==> src/rtl/core/hba_pkg.sv <==
package hba_pkg;

   // field widths of the request, response and csr beats
   localparam int BlockW  = 12;
   localparam int VolumeW = 13;
   localparam int OpW     = 2;
   localparam int CodeW   = 2;

   typedef logic [BlockW-1:0]  block_type;
   typedef logic [VolumeW-1:0] volume_type;
   typedef logic [OpW-1:0]     op_type;
   typedef logic [CodeW-1:0]   code_type;

   // operation codes
   localparam op_type OP_ALLOCATE = 2'd0;
   localparam op_type OP_FREE     = 2'd1;
   localparam op_type OP_STATUS   = 2'd2;

   // result codes
   localparam code_type RC_OK    = 2'd0;
   localparam code_type RC_FULL  = 2'd1;
   localparam code_type RC_RANGE = 2'd2;

   // volume size after reset
   localparam volume_type VolumeReset = 13'd4096;

   // fixed-point reciprocal used to split a block index into base-FANOUT digits
   localparam int RecipShift = 24;
   localparam int RecipW     = 22;
   localparam int ProdW      = BlockW + RecipW;

endpackage

==> src/rtl/core/hba_ram.sv <==
module hba_ram #(
   parameter int WIDTH = 16,
   parameter int DEPTH = 256,
   localparam int AddrW = (DEPTH > 1) ? $clog2(DEPTH) : 1
) (
   input  logic             clock,
   input  logic             wr_en,
   input  logic [AddrW-1:0] wr_addr,
   input  logic [WIDTH-1:0] wr_data,
   input  logic [AddrW-1:0] rd_addr,
   output logic [WIDTH-1:0] rd_data
);

   logic [WIDTH-1:0] mem_ff [DEPTH];

   // one write port, one read port with registered data
   always_ff @(posedge clock) begin
      if (wr_en) begin
         mem_ff[wr_addr] <= wr_data;
      end
      rd_data <= mem_ff[rd_addr];
   end

endmodule

==> src/rtl/core/hierarchical_bitmap_allocator.sv <==
// Allocate: read and evaluate per level down, mark per level up, then load the response;
//   a full tree answers early with RC_FULL.
// Free and status: multiply and fix per digit, read and evaluate per level visited, then load;
//   rejects go straight to the response. One request at a time: the next is accepted
//   the cycle after the response is loaded.
// Reset (synchronous): clearing pass over every word of the tree, csr taken.
module hierarchical_bitmap_allocator
   import hba_pkg::*;
#(
   parameter int FANOUT = 16,
   parameter int LEVELS = 3
) (
   input  logic       clock,
   input  logic       reset,
   // request channel
   input  logic       req_valid,
   output logic       req_stall,
   input  op_type     req_operation,
   input  block_type  req_block,
   // response channel
   output logic       rsp_valid,
   input  logic       rsp_stall,
   output code_type   rsp_result_code,
   output block_type  rsp_granted_block,
   output logic       rsp_block_used,
   // csr write port
   input  logic       csr_wr_en,
   input  volume_type csr_wr_data
);

   // tree geometry
   localparam int Total = 1 + ((LEVELS >= 2) ? FANOUT : 0)
                            + ((LEVELS >= 3) ? FANOUT * FANOUT : 0)
                            + ((LEVELS >= 4) ? FANOUT * FANOUT * FANOUT : 0);
   localparam int Capacity = FANOUT ** LEVELS;
   localparam int AW  = (Total > 1) ? $clog2(Total) : 1;
   localparam int BW  = $clog2(FANOUT);
   localparam int LVW = (LEVELS > 1) ? $clog2(LEVELS) : 1;

   localparam logic [AW-1:0]     LastAddr = AW'(Total - 1);
   localparam logic [LVW-1:0]    LastLvl  = LVW'(LEVELS - 1);
   localparam volume_type        CapLimit = VolumeW'((Capacity > 8191) ? 8191 : Capacity);
   localparam logic [RecipW-1:0] Recip    = RecipW'((1 << RecipShift) / FANOUT);
   localparam block_type         FanBlk   = BlockW'(FANOUT);

   typedef enum logic [2:0] {
      S_CLEAR,
      S_IDLE,
      S_DIV_MUL,
      S_DIV_FIX,
      S_READ,
      S_EVAL,
      S_MARK,
      S_RESP
   } state_type;

   // first word of level t, top level is t = 0
   function automatic int base_of(input int t);
      int base;
      int span;
      base = 0;
      span = 1;
      for (int k = 0; k < 3; k++) begin
         if (k < t) begin
            base = base + span;
            span = span * FANOUT;
         end
      end
      return base;
   endfunction

   state_type state_ff, state_in;
   logic [AW-1:0]     clr_ff, clr_in;
   logic [LVW-1:0]    lvl_ff, lvl_in;
   op_type            op_ff, op_in;
   volume_type        volume_ff, volume_in;
   logic [AW-1:0]     w_ff [LEVELS];
   logic [AW-1:0]     w_in [LEVELS];
   logic [BW-1:0]     b_ff [LEVELS];
   logic [BW-1:0]     b_in [LEVELS];
   logic [FANOUT-1:0] word_ff [LEVELS];
   logic [FANOUT-1:0] word_in [LEVELS];
   block_type         x_ff, x_in;
   logic [ProdW-1:0]  prod_ff, prod_in;
   code_type          res_code_ff, res_code_in;
   block_type         res_granted_ff, res_granted_in;
   logic              res_used_ff, res_used_in;
   logic              rsp_valid_ff, rsp_valid_in;
   code_type          rsp_code_ff, rsp_code_in;
   block_type         rsp_granted_ff, rsp_granted_in;
   logic              rsp_used_ff, rsp_used_in;

   // word RAM
   logic              ram_we;
   logic [AW-1:0]     ram_waddr;
   logic [FANOUT-1:0] ram_wdata;
   logic [FANOUT-1:0] ram_rdata;
   logic [AW-1:0]     cur_addr;

   // current level helpers
   logic [AW-1:0]     w_cur;
   logic [BW-1:0]     b_cur;
   logic [FANOUT-1:0] bit_mask;
   logic [BW-1:0]     low_zero;
   logic [FANOUT-1:0] marked;
   logic              out_range;
   logic [31:0]       next_idx;
   logic [31:0]       grant_idx;

   // digit split
   block_type         q_est;
   block_type         q_mul;
   block_type         rem;
   block_type         q_fix;
   block_type         r_fix;

   hba_ram #(
      .WIDTH (FANOUT),
      .DEPTH (Total)
   ) u_words (
      .clock   (clock),
      .wr_en   (ram_we),
      .wr_addr (ram_waddr),
      .wr_data (ram_wdata),
      .rd_addr (cur_addr),
      .rd_data (ram_rdata)
   );

   assign req_stall         = (state_ff != S_IDLE);
   assign rsp_valid         = rsp_valid_ff;
   assign rsp_result_code   = rsp_code_ff;
   assign rsp_granted_block = rsp_granted_ff;
   assign rsp_block_used    = rsp_used_ff;

   // address and bit of the word at the current level
   assign w_cur    = w_ff[lvl_ff];
   assign b_cur    = b_ff[lvl_ff];
   assign cur_addr = AW'(base_of(int'(lvl_ff))) + w_cur;
   assign bit_mask = FANOUT'(1) << b_cur;
   assign marked   = word_ff[lvl_ff] | bit_mask;
   assign next_idx = 32'(w_cur) * 32'(FANOUT) + 32'(low_zero);
   assign grant_idx = 32'(w_ff[LEVELS-1]) * 32'(FANOUT) + 32'(b_ff[LEVELS-1]);
   assign out_range = ({1'b0, req_block} >= volume_ff) || ({1'b0, req_block} >= CapLimit);

   // lowest clear bit of the word just read
   always_comb begin
      low_zero = '0;
      for (int i = FANOUT - 1; i >= 0; i--) begin
         if (!ram_rdata[i]) begin
            low_zero = BW'(i);
         end
      end
   end

   // divide by FANOUT: reciprocal estimate is exact or one short
   always_comb begin
      q_est = BlockW'(prod_ff[ProdW-1:RecipShift]);
      q_mul = BlockW'(32'(q_est) * 32'(FANOUT));
      rem   = x_ff - q_mul;
      if (rem >= FanBlk) begin
         q_fix = q_est + BlockW'(1);
         r_fix = rem - FanBlk;
      end else begin
         q_fix = q_est;
         r_fix = rem;
      end
   end

   // sequencer
   always_comb begin
      state_in       = state_ff;
      clr_in         = clr_ff;
      lvl_in         = lvl_ff;
      op_in          = op_ff;
      volume_in      = csr_wr_en ? csr_wr_data : volume_ff;
      w_in           = w_ff;
      b_in           = b_ff;
      word_in        = word_ff;
      x_in           = x_ff;
      prod_in        = prod_ff;
      res_code_in    = res_code_ff;
      res_granted_in = res_granted_ff;
      res_used_in    = res_used_ff;
      rsp_valid_in   = rsp_valid_ff && rsp_stall;
      rsp_code_in    = rsp_code_ff;
      rsp_granted_in = rsp_granted_ff;
      rsp_used_in    = rsp_used_ff;
      ram_we         = 1'b0;
      ram_waddr      = cur_addr;
      ram_wdata      = '0;

      unique case (state_ff)
         S_CLEAR: begin
            ram_we    = 1'b1;
            ram_waddr = clr_ff;
            if (clr_ff == LastAddr) begin
               state_in = S_IDLE;
            end else begin
               clr_in = clr_ff + AW'(1);
            end
         end

         S_IDLE: begin
            if (req_valid) begin
               op_in          = req_operation;
               res_code_in    = RC_OK;
               res_granted_in = '0;
               res_used_in    = 1'b0;
               priority if (req_operation == OP_ALLOCATE) begin
                  lvl_in   = '0;
                  w_in[0]  = '0;
                  state_in = S_READ;
               end else if ((req_operation != OP_FREE && req_operation != OP_STATUS)
                            || out_range) begin
                  res_code_in = RC_RANGE;
                  state_in    = S_RESP;
               end else if (LEVELS > 1) begin
                  x_in     = req_block;
                  lvl_in   = LastLvl;
                  state_in = S_DIV_MUL;
               end else begin
                  b_in[0]  = BW'(req_block);
                  w_in[0]  = '0;
                  lvl_in   = '0;
                  state_in = S_READ;
               end
            end
         end

         S_DIV_MUL: begin
            prod_in  = ProdW'(x_ff) * ProdW'(Recip);
            state_in = S_DIV_FIX;
         end

         // one digit per pass, leaf level first
         S_DIV_FIX: begin
            w_in[lvl_ff] = AW'(q_fix);
            b_in[lvl_ff] = BW'(r_fix);
            x_in         = q_fix;
            if (lvl_ff == LVW'(1)) begin
               b_in[0]  = BW'(q_fix);
               w_in[0]  = '0;
               lvl_in   = LastLvl;
               state_in = S_READ;
            end else begin
               lvl_in   = lvl_ff - LVW'(1);
               state_in = S_DIV_MUL;
            end
         end

         S_READ: begin
            state_in = S_EVAL;
         end

         S_EVAL: begin
            priority if (op_ff == OP_ALLOCATE) begin
               if (&ram_rdata) begin
                  res_code_in = RC_FULL;
                  state_in    = S_RESP;
               end else begin
                  word_in[lvl_ff] = ram_rdata;
                  b_in[lvl_ff]    = low_zero;
                  if (lvl_ff == LastLvl) begin
                     state_in = S_MARK;
                  end else begin
                     w_in[lvl_ff + LVW'(1)] = AW'(next_idx);
                     lvl_in   = lvl_ff + LVW'(1);
                     state_in = S_READ;
                  end
               end
            end else if (op_ff == OP_FREE) begin
               // leaf always cleared; parents until one is already clear
               if (lvl_ff == LastLvl || ram_rdata[b_cur]) begin
                  ram_we    = 1'b1;
                  ram_wdata = ram_rdata & ~bit_mask;
                  if (lvl_ff == '0) begin
                     state_in = S_RESP;
                  end else begin
                     lvl_in   = lvl_ff - LVW'(1);
                     state_in = S_READ;
                  end
               end else begin
                  state_in = S_RESP;
               end
            end else begin
               res_used_in = ram_rdata[b_cur];
               state_in    = S_RESP;
            end
         end

         // set the chosen bit, walk up while the word is full
         S_MARK: begin
            ram_we    = 1'b1;
            ram_wdata = marked;
            if ((&marked) && lvl_ff != '0) begin
               lvl_in = lvl_ff - LVW'(1);
            end else begin
               res_granted_in = grant_idx[BlockW-1:0];
               state_in       = S_RESP;
            end
         end

         S_RESP: begin
            if (!rsp_valid_ff || !rsp_stall) begin
               rsp_valid_in   = 1'b1;
               rsp_code_in    = res_code_ff;
               rsp_granted_in = res_granted_ff;
               rsp_used_in    = res_used_ff;
               state_in       = S_IDLE;
            end
         end
      endcase
   end

   always_ff @(posedge clock) begin
      if (reset) begin
         state_ff     <= S_CLEAR;
         clr_ff       <= '0;
         volume_ff    <= VolumeReset;
         rsp_valid_ff <= 1'b0;
      end else begin
         state_ff     <= state_in;
         clr_ff       <= clr_in;
         volume_ff    <= volume_in;
         rsp_valid_ff <= rsp_valid_in;
      end
      lvl_ff         <= lvl_in;
      op_ff          <= op_in;
      w_ff           <= w_in;
      b_ff           <= b_in;
      word_ff        <= word_in;
      x_ff           <= x_in;
      prod_ff        <= prod_in;
      res_code_ff    <= res_code_in;
      res_granted_ff <= res_granted_in;
      res_used_ff    <= res_used_in;
      rsp_code_ff    <= rsp_code_in;
      rsp_granted_ff <= rsp_granted_in;
      rsp_used_ff    <= rsp_used_in;
   end

`ifndef SYNTHESIS
   a_clear_blocks_req: assert property (@(posedge clock) disable iff (reset)
      state_ff == S_CLEAR |-> req_stall)
      else $error("request taken during clearing pass");

   a_no_write_when_idle: assert property (@(posedge clock) disable iff (reset)
      (state_ff == S_IDLE || state_ff == S_RESP) |-> !ram_we)
      else $error("bitmap written outside an operation");

   a_fail_is_clean: assert property (@(posedge clock) disable iff (reset)
      rsp_valid && rsp_result_code != RC_OK |-> rsp_granted_block == '0 && !rsp_block_used)
      else $error("failed response carries data");

   a_used_no_grant: assert property (@(posedge clock) disable iff (reset)
      rsp_valid && rsp_block_used |-> rsp_granted_block == '0)
      else $error("status response carries a grant");
`endif

endmodule
==> config.mk <==
export PLATFORM = sky130hd
export DESIGN_NAME = hierarchical_bitmap_allocator
export DESIGN_NICKNAME = d
export VERILOG_FILES = /design/src/rtl/core/hba_pkg.sv /design/src/rtl/core/hba_ram.sv /design/src/rtl/core/hierarchical_bitmap_allocator.sv
export SDC_FILE = /design/constraint.sdc
export NUM_CORES = 2
export LEC_CHECK = 0
export ABC_CLOCK_PERIOD_IN_PS = 21900
export BUFFER_PORTS_ARGS = -buffer_cell sky130_fd_sc_hd__buf_2
export CAP_MARGIN = 20
export CORE_MARGIN = 3
export CORE_UTILIZATION = 55
export DETAILED_ROUTE_END_ITERATION = 10
export MAX_ROUTING_LAYER = met4
export PLACE_DENSITY = 0.73
export SETUP_SLACK_MARGIN = 0.5
export SYNTH_ARGS = -nofsm -noshare
export SYNTH_HDL_FRONTEND = slang
export SYNTH_MEMORY_MAX_BITS = 65536
export SYNTH_SLANG_ARGS = --single-unit
==> constraint.sdc <==
create_clock -name clock -period 21.9 [get_ports clock]
set_clock_uncertainty 0.1 [all_clocks]
set_input_delay 1.095 -clock clock [delete_from_list [all_inputs] [get_ports clock]]
set_output_delay 1.095 -clock clock [all_outputs]
set_load 0.03 [all_outputs]
==> impl_metrics.py <==
metrics = {
    "outcome": {
        "outcome": "complete, no violations",
    },
    "sta": {
        "post-route-worst-setup-slack_ns": 12.93,
        "finalSetupViolCount": 0,
        "rsz_0062_raised_after_global_routing": "false",
        "worst_hold_slack_ns": 0.205,
        "worst-slew-pin-transition_ns": 1.36,
        "post-route-min-period_ns": 8.97,
        "final_hold_vios": 0,
        "tns_ns": 0,
        "max_freq_mhz": 111,
        "period_share_pct": 41.0,
        "relative_slew_slack_pct": 9.23,
        "slew_violations": 0,
    },
    "min_path": {
        "holdCritPathClass": "primary input to flip-flop",
    },
    "routing": {
        "antenna_violating_nets_post_route": 0,
        "initialDrtViolationCount": 16365,
        "avgViaCountPerCell": 6.95,
        "drt-total-wl_um": 513000,
        "wl_per_cell_um": 36.3,
        "detailedRoute.firstPassIterationCount": 8,
        "num_vias": 98261,
        "route.detailed.drc": 0,
    },
    "clock_network": {
        "ctsHtreeMaxLevel": 5,
        "clk_lat_worst_skew_ns": 1.04,
        "cts.root.buffer_cell": "sky130_fd_sc_hd__clkbuf_16",
        "tritoncts_num_sinks": 4551,
        "cts.reportedPaths.clkPinSlew_ns": 0.06,
        "cts_buffers": 439,
        "cts_tree": "yes",
        "postCtsHoldBufs": 0,
        "clock_path_buffers": 4,
        "postCtsSetupBuffers": 0,
        "postCtsResizedCells": 0,
    },
    "logic_synthesis": {
        "dominantRegCellSynth": "sky130_fd_sc_hd__edfxtp_1",
        "synth_async_sr_flop_share_pct": 0,
        "leading_area_contributor_after_synthesis": "sky130_fd_sc_hd__edfxtp_1",
        "syn_nets": 9073,
        "ys.warnings.count": 0,
        "syn-instance-count": 9005,
        "synth_unique_cells": 98,
        "ys_seq_elements": 4551,
        "postSynthAreaPerCell_um2": 20.1,
        "netlist_area_um2": 181000,
        "synth_edf_count": 4509,
        "yosysSeqAreaShare_pct": 75.3,
        "netlist_top_cells_area": "sky130_fd_sc_hd__edfxtp_1 (75%), sky130_fd_sc_hd__mux4_2 (14%), sky130_fd_sc_hd__mux2i_1 (1.7%)",
        "synth_top_area_share_pct": 74.9,
    },
    "die": {
        "design.portCount": 49,
        "die_y_um": 579,
        "dieArea_um2": 336000,
        "floorplan.core_area_um2": 326000,
        "floorplan.rows": 209,
        "floorplan.die.width_um": 579,
        "floorplan.initialDensity_pct": 55.5,
    },
    "worst_setup_path": {
        "critPathKind": "flip-flop to flip-flop",
        "cpPeakStageDelay_ns": 0.80,
        "end_kind": "flip-flop",
        "cp.required_ns": 22.65,
        "arrival_ns": 9.72,
        "worstPathCellList": "buf_4 -> inv_1 -> ha_1 -> nor3_1 -> fa_4 -> buf_4 -> a211oi_4 -> buf_4 -> nor2_4 -> buf_4 -> buf_12 -> buf_4 -> mux4_2 -> nand2_1 -> nand3_1 -> a221oi_1 -> nor3_1 -> or4_1",
        "r2r_cells": 18,
        "r2r-end": "u_words.rd_data[13]",
        "ff2ff_setup_slack_ns": 12.93,
        "worst_path_most_repeated_cell": "sky130_fd_sc_hd__buf_4",
        "r2r_start": "lvl_ff[0]",
        "crit_start": "lvl_ff[0]",
        "timing.critical_path.fanout_max": 100,
        "critical-path-slowest-cell": "sky130_fd_sc_hd__a221oi_1",
        "start_kind": "flip-flop",
        "timing.critical_path.to": "u_words.rd_data[13]",
    },
    "global_route": {
        "gr-max-usage-layer": "met2",
        "first_pass_grt_wire_length_um": 725000,
        "vias_in_the_first_global_route": 96257,
        "grtUsageMet1_pct": 40.9,
        "groute.layer.met3.usage_pct": 8.46,
        "grt-ovfl-total": 0,
        "largest_net_degree_at_the_start_of_global_routing": 222,
        "grt_antenna_before_repair": 28,
        "globalRouteTotalUtil_pct": 31.4,
        "use_met2_pct": 46.2,
    },
    "placement": {
        "detailed_place.area_um2": 189000,
        "detailedPlacementHpwl_um": 298000,
        "io_buffers": 48,
        "globalplace.congestion": 0.943,
        "post-place-ws_ns": 13.08,
    },
    "power_and_ir_drop": {
        "static_leak_nw": 58.4,
        "ir_worst_vdd_mv": 0.172,
        "power.density_nw_per_um2": 135,
    },
    "job": {
        "count_of_maximum_capacitance_violations": 0,
    },
    "cells_and_area": {
        "utilization_pct": 62.6,
        "ratio_of_cells_with_drive_above_1_in_the_final_layout_pct": 25.9,
        "fillers": 21449,
        "design_area_um2": 204000,
        "multiInputGateArea_um2": 42600,
        "finalNetCount": 9490,
        "syn_to_final_growth_pct": 12.7,
        "seqCellArea_um2": 136000,
    },
}
[sequential cells by signal, summed over array words and instances, names as in the netlist, 3 cells and up]
signal and count:
u_words.mem_ff 4368, word_ff 48, w_ff 27, u_words.rd_data 16, volume_ff 13, b_ff 12, res_granted_ff 12, rsp_granted_block 12
x_ff 12, clr_ff 9, prod_ff 8, state_ff 3
[cell families after synthesis]
kind of cell / after synthesis / synth area share [%]
AO/OA/AOI/OAI: 964 / 3.74
multiplexers: 1439 / 15.6
buffers and inverters: 599 / 1.60
XOR/XNOR: 28 / 0.148
flip-flops: 4551 / 75.3
AND/OR/NAND/NOR: 1387 / 3.30
adder cells (fa/ha/maj): 37 / 0.263
[Yosys cell counts (all sizes together), types with 19 or more instances]
cell type / instances
a32oi: 33
o221ai: 25
a31oi: 79
a21o: 23
o22ai: 50
nand3: 146
a21oi: 153
nor2b: 19
edfxtp: 4509
nor3: 42
buf: 328
a2111oi: 23
and3: 36
mux2i: 302
nor2: 411
dfxtp: 42
mux4: 1104
o2bb2ai: 19
nand4: 19
o21ai: 221
a221oi: 70
nand2: 615
and2: 20
mux2: 33
ha: 34
a221o: 69
clkbuf: 220
inv: 51
o211ai: 23
a311oi: 28
[layout by cell type, fill, tap and decap left out, drive strengths merged, types with 20 or more instances in the layout]
| master | Yosys | final |
|---|---|---|
| and2 | 20 | 20 |
| clkinv | 0 | 219 |
| a221oi | 70 | 70 |
| o211ai | 23 | 23 |
| mux2i | 302 | 302 |
| edfxtp | 4509 | 4509 |
| a2111oi | 23 | 23 |
| nand2 | 615 | 615 |
| nor3 | 42 | 42 |
| mux2 | 33 | 33 |
| mux4 | 1104 | 1104 |
| and3 | 36 | 36 |
| clkbuf | 220 | 503 |
| a311oi | 28 | 28 |
| a21oi | 153 | 153 |
| a221o | 69 | 69 |
| a32oi | 33 | 33 |
| o21ai | 221 | 221 |
| o221ai | 25 | 25 |
| a31oi | 79 | 79 |
| bufinv | 0 | 54 |
| o22ai | 50 | 50 |
| a21o | 23 | 23 |
| buf | 328 | 523 |
| nor2 | 411 | 411 |
| nand3 | 146 | 146 |
| ha | 34 | 34 |
| diode | 0 | 35 |
| dfxtp | 42 | 42 |
| inv | 51 | 61 |
[power by group]
group	switching (mW)	total, mW	internal [mW]
Clock	3.30	7.64	4.34
Combinational	6.39	9.79	3.40
Sequential	0.177	10.0	9.82
Total	9.87	27.4	17.6
[metal layers]
| layer | wire (um) | up-vias |
|---|---|---|
| met5 | 0 | - |
| met4 | 31300 | 0 |
| met3 | 66900 | 1380 |
| met2 | 238000 | 7583 |
| met1 | 177000 | 50994 |
| li1 | - | 38304 |
[how the worst min path moves through the flow]
stage / end / from / cells after the start / slack, ns
after floorplan: rsp_block_used / res_used_ff / 0 / 0.30
after global placement: rsp_granted_block[5] / res_granted_ff[5] / 0 / 0.31
after global routing: op_ff[0] / req_operation[0] / 1 / 0.20
after detailed placement: rsp_granted_block[4] / res_granted_ff[4] / 0 / 0.31
final: op_ff[0] / req_operation[0] / 1 / 0.20
after CTS: op_ff[0] / req_operation[0] / 1 / 0.16
[through the flow]
step	total power, mW	instances
3_3_place_gp	19.6	13228
2_1_floorplan	16.0	9005
4_1_cts	27.3	14076
3_5_place_dp	19.7	13272
6_report	27.4	14145
5_1_grt	28.0	14130
[worst max-delay path: cells and delay by family, from the launching register on]
| family | cells | cell delay (ns) |
|---|---|---|
| AND/OR/NAND/NOR | 6 | 1.68 |
| AO/OA/AOI/OAI | 2 | 0.85 |
| adder cells (fa/ha/maj) | 2 | 1.25 |
| flip-flops | 1 | 0.32 |
| buffers and inverters | 7 | 3.91 |
| multiplexers | 1 | 0.41 |
[layout make-up]
type | instances | area share (%)
Clock inverter | 302 | 1.57
Tap cell | 4325 | 2.65
Antenna cell | 35 | 0.0430
Inverter | 51 | 0.0945
Timing Repair Buffer | 524 | 2.39
Multi-Input combinational cell | 3855 | 20.9
Sequential cell | 4551 | 66.8
Clock buffer | 502 | 5.54
(Power assumes the default switching activity.)
